==> config.mk <==
export PLATFORM = sky130hd
export DESIGN_NAME = ordered_list_insert_remove_search_top
export DESIGN_NICKNAME = d
export VERILOG_FILES = /design/src/sv/olist_pkg.sv /design/src/sv/ordered_list_insert_remove_search_top.sv
export VERILOG_INCLUDE_DIRS = /design/src /design/src/sv
export SDC_FILE = /design/constraint.sdc
export NUM_CORES = 2
export LEC_CHECK = 0
export BUFFER_PORTS_ARGS = -buffer_cell sky130_fd_sc_hd__buf_4
export CAP_MARGIN = 5
export CORE_AREA = 2 2 469 471
export DETAILED_ROUTE_END_ITERATION = 10
export DIE_AREA = 0 0 471 473
export SLEW_MARGIN = 20
export SYNTH_ARGS = -nofsm -noshare
export SYNTH_HDL_FRONTEND = slang
export SYNTH_SLANG_ARGS = --single-unit
==> constraint.sdc <==
create_clock -name clk_i -period 4.7 [get_ports clk_i]
set_input_delay 0.705 -clock clk_i [delete_from_list [all_inputs] [get_ports clk_i]]
set_output_delay 0.705 -clock clk_i [all_outputs]
set_load 0.01 [all_outputs]
==> src/sv/ordered_list_insert_remove_search_top_defines.svh <==
// assertion macros for the ordered list block
// used by ordered_list_insert_remove_search_top, which provides clk_i and rst_ni
`ifndef ORDERED_LIST_INSERT_REMOVE_SEARCH_TOP_DEFINES_SVH
`define ORDERED_LIST_INSERT_REMOVE_SEARCH_TOP_DEFINES_SVH

// property that holds at every clock edge outside reset
`define OLIST_ASSERT(lbl, prop, msg) \
  lbl: assert property (@(posedge clk_i) disable iff (!rst_ni) (prop)) else $error(msg);

// implication whose consequent is checked in the cycle after the antecedent
`define OLIST_ASSERT_NEXT(lbl, ante, cons, msg) \
  lbl: assert property (@(posedge clk_i) disable iff (!rst_ni) (ante) |=> (cons)) \
    else $error(msg);

`endif

==> src/sv/olist_pkg.sv <==
// types and constants for the ordered list block
// no dependencies
package olist_pkg;

  localparam int unsigned CmdW     = 2;
  localparam int unsigned ValW     = 32;
  localparam int unsigned PosW     = 6;
  localparam int unsigned FoundW   = 7;
  localparam int unsigned StatW    = 2;
  localparam int unsigned LenW     = 7;
  localparam int unsigned InDataW  = 40;
  localparam int unsigned OutDataW = 16;

  localparam logic [FoundW-1:0] FoundNone = '1;

  typedef enum logic [CmdW-1:0] {
    CMD_APPEND = 2'd0,
    CMD_INSERT = 2'd1,
    CMD_REMOVE = 2'd2,
    CMD_SEARCH = 2'd3
  } cmd_e;

  typedef enum logic [StatW-1:0] {
    STAT_DONE  = 2'd0,
    STAT_RANGE = 2'd1,
    STAT_FULL  = 2'd2
  } status_e;

  typedef enum logic [2:0] {
    S_IDLE,
    S_UP,
    S_PUT,
    S_DOWN,
    S_SEARCH,
    S_DONE
  } state_e;

endpackage

==> src/sv/ordered_list_insert_remove_search_top.sv <==
// Bounded ordered list of signed 32-bit values kept packed in one single-port-write,
// one-read memory of CAPACITY entries. Append writes the tail entry on accept. Insert
// and remove shift the later entries one memory access per cycle, insert from the tail
// down to the position and remove from the position up to the tail; search walks from the
// head until the first match or the tail. One command is worked at a time; the next one is
// accepted as soon as the previous result sits in the output register, even before it is
// taken.
// depends on olist_pkg and ordered_list_insert_remove_search_top_defines.svh
`include "ordered_list_insert_remove_search_top_defines.svh"

module ordered_list_insert_remove_search_top #(
  parameter int unsigned CAPACITY = 64
) (
  input  logic                           clk_i,
  input  logic                           rst_ni,
  input  logic                           s_axis_tvalid,
  output logic                           s_axis_tready,
  // value [31:0], position [37:32], zero [39:38]
  input  logic [olist_pkg::InDataW-1:0]  s_axis_tdata,
  // cmd [1:0]
  input  logic [olist_pkg::CmdW-1:0]     s_axis_tuser,
  output logic                           m_axis_tvalid,
  input  logic                           m_axis_tready,
  // found_index [6:0], status [8:7], list_length [15:9]
  output logic [olist_pkg::OutDataW-1:0] m_axis_tdata
);
  import olist_pkg::*;

  localparam int unsigned AW   = $clog2(CAPACITY);
  localparam int unsigned CW   = $clog2(CAPACITY + 1);
  localparam int unsigned CmpW = (CW > PosW) ? CW : PosW;
  localparam logic [CW-1:0] CntOne = 1;
  localparam logic [AW-1:0] IdxOne = 1;
  localparam logic [CW-1:0] CntMax = CW'(CAPACITY);

  state_e state_q, state_d;
  logic [CW-1:0] cnt_q, cnt_d;
  logic [AW-1:0] idx_q, idx_d;
  logic [AW-1:0] pos_q, pos_d;
  logic [ValW-1:0] val_q, val_d;
  logic [FoundW-1:0] found_q, found_d;
  status_e stat_q, stat_d;
  logic out_vld_q;
  logic [OutDataW-1:0] out_data_q;

  logic [ValW-1:0] mem [CAPACITY];
  logic [ValW-1:0] rd_data_q;
  logic rd_en, we;
  logic [AW-1:0] rd_addr, wa;
  logic [ValW-1:0] wd;

  cmd_e in_cmd;
  logic [ValW-1:0] in_val;
  logic [PosW-1:0] in_pos;
  logic in_acc, out_free;
  logic is_full, is_empty, pos_ge, pos_last;
  logic up_end, dn_end, hit, walk_end;
  logic [AW-1:0] last_idx;
  logic [CmpW-1:0] pos_ext, cnt_ext;

  assign in_cmd   = cmd_e'(s_axis_tuser);
  assign in_val   = s_axis_tdata[ValW-1:0];
  assign in_pos   = s_axis_tdata[ValW+PosW-1:ValW];
  assign in_acc   = s_axis_tvalid && s_axis_tready;
  assign out_free = !out_vld_q || m_axis_tready;

  assign s_axis_tready = (state_q == S_IDLE);
  assign m_axis_tvalid = out_vld_q;
  assign m_axis_tdata  = out_data_q;

  assign pos_ext  = CmpW'(in_pos);
  assign cnt_ext  = CmpW'(cnt_q);
  assign last_idx = AW'(cnt_q - CntOne);
  assign is_full  = (cnt_q == CntMax);
  assign is_empty = (cnt_q == '0);
  assign pos_ge   = (pos_ext >= cnt_ext);
  assign pos_last = (pos_ext == CmpW'(cnt_q - CntOne));
  assign up_end   = (idx_q == pos_q);
  assign dn_end   = (idx_q == last_idx);
  assign walk_end = (idx_q == last_idx);
  assign hit      = (rd_data_q == val_q);

  // next state
  always_comb begin
    state_d = state_q;
    case (state_q)
      S_IDLE: begin
        if (in_acc) begin
          state_d = S_DONE;
          case (in_cmd)
            CMD_INSERT: if (!is_full && !pos_ge) state_d = S_UP;
            CMD_REMOVE: if (!pos_ge && !pos_last) state_d = S_DOWN;
            CMD_SEARCH: if (!is_empty) state_d = S_SEARCH;
            default:    state_d = S_DONE;
          endcase
        end
      end
      S_UP:     if (up_end) state_d = S_PUT;
      S_PUT:    state_d = S_DONE;
      S_DOWN:   if (dn_end) state_d = S_DONE;
      S_SEARCH: if (hit || walk_end) state_d = S_DONE;
      S_DONE:   if (out_free) state_d = S_IDLE;
      default:  state_d = S_IDLE;
    endcase
  end

  // memory accesses and datapath updates
  always_comb begin
    rd_en   = 1'b0;
    rd_addr = idx_q;
    we      = 1'b0;
    wa      = idx_q;
    wd      = rd_data_q;
    cnt_d   = cnt_q;
    idx_d   = idx_q;
    pos_d   = pos_q;
    val_d   = val_q;
    found_d = found_q;
    stat_d  = stat_q;
    case (state_q)
      S_IDLE: begin
        if (in_acc) begin
          val_d   = in_val;
          pos_d   = AW'(in_pos);
          found_d = FoundNone;
          stat_d  = STAT_DONE;
          case (in_cmd)
            CMD_APPEND: begin
              if (is_full) begin
                stat_d = STAT_FULL;
              end else begin
                we    = 1'b1;
                wa    = AW'(cnt_q);
                wd    = in_val;
                cnt_d = cnt_q + CntOne;
              end
            end
            CMD_INSERT: begin
              if (is_full) begin
                stat_d = STAT_FULL;
              end else if (pos_ge) begin
                stat_d = STAT_RANGE;
              end else begin
                rd_en   = 1'b1;
                rd_addr = last_idx;
                idx_d   = last_idx;
              end
            end
            CMD_REMOVE: begin
              if (pos_ge) begin
                stat_d = STAT_RANGE;
              end else if (pos_last) begin
                cnt_d = cnt_q - CntOne;
              end else begin
                rd_en   = 1'b1;
                rd_addr = AW'(in_pos) + IdxOne;
                idx_d   = AW'(in_pos) + IdxOne;
              end
            end
            default: begin
              if (!is_empty) begin
                rd_en   = 1'b1;
                rd_addr = '0;
                idx_d   = '0;
              end
            end
          endcase
        end
      end
      // write and read addresses are two apart, so no forwarding is needed
      S_UP: begin
        we = 1'b1;
        wa = idx_q + IdxOne;
        if (!up_end) begin
          rd_en   = 1'b1;
          rd_addr = idx_q - IdxOne;
          idx_d   = idx_q - IdxOne;
        end
      end
      S_PUT: begin
        we    = 1'b1;
        wa    = pos_q;
        wd    = val_q;
        cnt_d = cnt_q + CntOne;
      end
      S_DOWN: begin
        we = 1'b1;
        wa = idx_q - IdxOne;
        if (dn_end) begin
          cnt_d = cnt_q - CntOne;
        end else begin
          rd_en   = 1'b1;
          rd_addr = idx_q + IdxOne;
          idx_d   = idx_q + IdxOne;
        end
      end
      S_SEARCH: begin
        if (hit) begin
          found_d = FoundW'(idx_q);
        end else if (!walk_end) begin
          rd_en   = 1'b1;
          rd_addr = idx_q + IdxOne;
          idx_d   = idx_q + IdxOne;
        end
      end
      default: begin
      end
    endcase
  end

  always_ff @(posedge clk_i) begin
    if (we) begin
      mem[wa] <= wd;
    end
    if (rd_en) begin
      rd_data_q <= mem[rd_addr];
    end
  end

  always_ff @(posedge clk_i or negedge rst_ni) begin
    if (!rst_ni) begin
      state_q   <= S_IDLE;
      cnt_q     <= '0;
      out_vld_q <= 1'b0;
    end else begin
      state_q <= state_d;
      cnt_q   <= cnt_d;
      if (state_q == S_DONE && out_free) begin
        out_vld_q <= 1'b1;
      end else if (m_axis_tready) begin
        out_vld_q <= 1'b0;
      end
    end
  end

  always_ff @(posedge clk_i) begin
    idx_q   <= idx_d;
    pos_q   <= pos_d;
    val_q   <= val_d;
    found_q <= found_d;
    stat_q  <= stat_d;
    if (state_q == S_DONE && out_free) begin
      out_data_q <= {LenW'(cnt_q), stat_q, found_q};
    end
  end

  `OLIST_ASSERT(a_len_bound, cnt_q <= CntMax, "entry count beyond capacity")
  `OLIST_ASSERT(a_wr_bound, !we || (CW'(wa) < CntMax), "memory write beyond capacity")
  `OLIST_ASSERT(a_no_rw_clash, !(we && rd_en) || (wa != rd_addr), "read and write hit one entry")
  `OLIST_ASSERT_NEXT(a_one_at_a_time, in_acc, !s_axis_tready, "beat taken while busy")

endmodule

==> metrics.log <==
[metrics] outcome: finished, violations left
[metrics] failing checks: setup timing
[metrics] number of detailed-route iterations in the first pass: 6
[metrics] number of design rule violations left after detail routing: 0
[metrics] Die Outline Area: 0.223 mm^2
[metrics] Port Buf Inserts: 61
[metrics] PnR worst setup slack: -0.547 ns
[metrics] detailed-route wire length per cell: 29.5 um
[metrics] Clk Latency, worst-skew pair: 0.90 ns
[metrics] Hold Path Class: in2reg
[metrics] maximum frequency from static timing analysis: 191 MHz
[metrics] final-stage net count: 6,850
[metrics] syn_nets: 5,843
[metrics] Die X-Extent: 471 um
[metrics] Yosys reg bits: 2,160
[metrics] cell area after layout: 0.111 mm^2
[metrics] initial antenna violation count: 33
[metrics] final WL: 291 mm
[metrics] fraction of final layout cells sized beyond drive strength 1: 26.2%
[metrics] cell taking the most area after synthesis: edfxtp_1
[metrics] clock buffer count from CTS: 214
[metrics] R2R cell count: 21
[metrics] number of stages on the worst hold path: 1
[metrics] crit-path max FO: 6
[metrics] met2 GRT Util: 40.2%
[metrics] part of the Yosys area used for sequential elements: 74.6%
[metrics] max-slew violation total from the final report: 0
[metrics] unrepaired setup endpoints after global routing: true
[metrics] CP endpoint kind: flop
[metrics] global-route wire length before repair: 404 mm
[metrics] number of enable-type register cells in the synthesized netlist: 2,143
[metrics] share of the clock period used by the worst path: 112%
[metrics] GR Util met1: 34.1%
[metrics] H-tree Lvls: 4
[metrics] commonest non-fill, non-tap cells in the layout: edfxtp_1 (2,143), nand2_1 (1,056), buf_4 (738)
[metrics] starting density of the core: 39.8%
[metrics] initial detailed-routing violation count: 7,766
[metrics] final-report hold violation count: 0
[metrics] prevailing post-synth register cell: edfxtp_1
[metrics] Tightest Pin Transition: 1.08 ns
[metrics] Num Clock Sinks: 2,160
[metrics] detailed placer's ending HPWL: 182 mm
[metrics] Post-Synthesis Cells: 5,786
[metrics] placed cell count: 9,214
[metrics] number of global-route vias before repair: 54,000
[metrics] clock tree root buffer cell: clkbuf_16
[metrics] Sequential cell area: 0.0647 mm^2
[metrics] routed vias/inst: 5.78
[metrics] post-synthesis to final-layout area growth: 27.7%
[metrics] clock period minus worst slack: 5.25 ns
[metrics] Data required, critical path: 5.32 ns
[metrics] # Max-Cap Violations: 0
[metrics] Finished Layout Cells: 9,863
[metrics] accumulated negative setup slack: -9.16 ns
[metrics] routability congestion estimate: 0.933
[metrics] area after detailed placement: 0.0989 mm^2
[metrics] Syn Std Cell Area: 0.0868 mm^2
[metrics] synth warn: 0
[metrics] CP startpoint kind: flop
[metrics] antenna viol nets, final: 0
[metrics] area fraction of the dominant cell type after synthesis: 74.1%
[metrics] Boundary Pins: 64
[metrics] total congestion overflow after global routing: 0
[metrics] number of endpoints failing setup at the final stage: 32
[metrics] worst clock skew: 0.0655 ns
[metrics] classification of the worst setup path: reg2reg
[metrics] register clock-pin slew on the reported worst setup and hold paths: 0.07 ns
[metrics] syn_area_per_cell: 15.0 um^2
[metrics] worst slew margin relative to its limit: 27.7%
[metrics] total core area: 0.218 mm^2
[metrics] largest net degree at the start of global routing: 66
[metrics] ranking of synthesized cells by area: edfxtp_1 (74%), mux2i_1 (6.1%), nand2_1 (4.6%)
[metrics] TritonCTS clock tree: built
[metrics] proportion of synthesized flip-flops having asynchronous set or reset: 0.509%
[metrics] Layout fillers: 17,900
[metrics] area of the multi-input gates: 0.0227 mm^2
[metrics] routed vias: 57,000
[metrics] Die Span Y: 473 um
[metrics] overall fraction of global-route tracks in use: 25.4%
[metrics] Max clock buf depth: 3
[metrics] post-synthesis cell type count: 87
[metrics] Worst Path Arrival: 5.87 ns
[metrics] Rows: 172
[metrics] routing layer with the top usage in global route: met2
[metrics] most common cell after layout, fill and taps aside: edfxtp_1
[metrics] M3 GR Usage: 4.92%
state kept, by name (all words and copies together) (netlist names):
register	flops
pos_q	6
cnt_ext	7
state_q	3
m_axis_tdata	16
idx_q	6
val_q	32
found_q	7
m_axis_tvalid	1
rd_data_q	32
stat_q	2
mem	2048
what timing repair did:
action / CTS / global route
gates resized for setup: 260 / 295
setup endpoints to repair: 32 / 109
pin swaps: 82 / 95
hold buffers: 32 / 0
setup buffers: 90 / 100
hold endpoints to repair: 42 / 0
gates cloned: 13 / 16
final timing paths:
| path | end | startpoint | slack (ns) |
|---|---|---|---|
| worst max-delay path | rd_data_q[6] | cnt_ext[0] | -0.55 |
| worst min-delay path | val_q[24] | s_axis_tdata[24] | 0.06 |
| worst max register to register | rd_data_q[6] | cnt_ext[0] | -0.55 |
| worst min register to register | m_axis_tdata[6] | found_q[6] | 0.42 |
| max in group asynchronous | state_q[2] | rst_ni | 4.28 |
| min in group asynchronous | cnt_ext[6] | rst_ni | 0.21 |
cell type report:
type                    count  share of cell area (%)
clock inverters           136                    1.24
diodes                     15                  0.0338
multi-input cells        3246                    20.4
inverters                  28                   0.127
flip-flops and latches   2160                    58.4
repair buffers           1142                    11.5
clock buffers             264                    5.01
well taps                2871                    3.24
repair inverters            1                  0.0102
synthesized netlist by cell type (all sizes together), types with 11 or more instances:
cell,count
a211oi,13
a21oi,158
a221o,16
a221oi,48
a22oi,24
a311oi,11
a31oi,48
a32o,29
a32oi,31
and3,35
buf,223
clkbuf,129
dfrtp,11
edfxtp,2143
ha,11
inv,25
mux2,17
mux2i,526
mux4,40
nand2,1063
nand3,474
nand4,60
nor2,167
nor3,49
nor4,15
o2111ai,42
o211ai,20
o21ai,92
o221ai,12
o22ai,42
or3,11
or4,26
xnor2,29
xor2,35
kinds of logic after synthesis:
kind of cell | synth area share, %
DFF | 74.6
and+or+nand+nor | 9.85
AOI/OAI and AO/OA | 5.19
muxes | 7.32
buffers and inverters | 2.14
xor gates and xnor gates | 0.777
adders and majority gates | 0.158
per-layer routing:
layer,up-vias,wire length (um)
met1,28900,113000
met4,14,14800
met5,-,115
li1,24300,-
met2,3124,135000
met3,598,28800
worst max-delay path: stages, from the launching register on:
cell and delay, ns:
dfrtp_1 0.40, inv_2 0.10, ha_4 0.16, or4b_4 0.52
nor3_4 0.24, buf_6 0.13, o2111ai_4 0.15, o22a_1 0.26
a211oi_2 0.28, a211oi_2 0.06, or2_4 0.34, buf_12 0.16
buf_12 0.14, nor2_4 0.12, buf_12 0.14, buf_12 0.13
a221oi_1 0.08, o21ai_1 0.09, buf_4 0.15, nand4_1 0.43
buf_4 0.31, or4_1 0.51
stage by stage:
stage | setup slack [ns] | util (%) | hold WS, ns
after floorplan | 0.0126 | - | 0.400
after global placement | -1.37 | 45.3 | 0.403
after detailed placement | -1.37 | 45.3 | 0.405
after CTS | -0.443 | 49.7 | 0.0100
after global routing | -0.626 | 50.8 | 0.0267
final | -0.547 | 50.8 | 0.0591
Power is left out: the tool's default activity adds up to more than one toggle a clock period on the data nets, which glitch-free logic cannot reach.
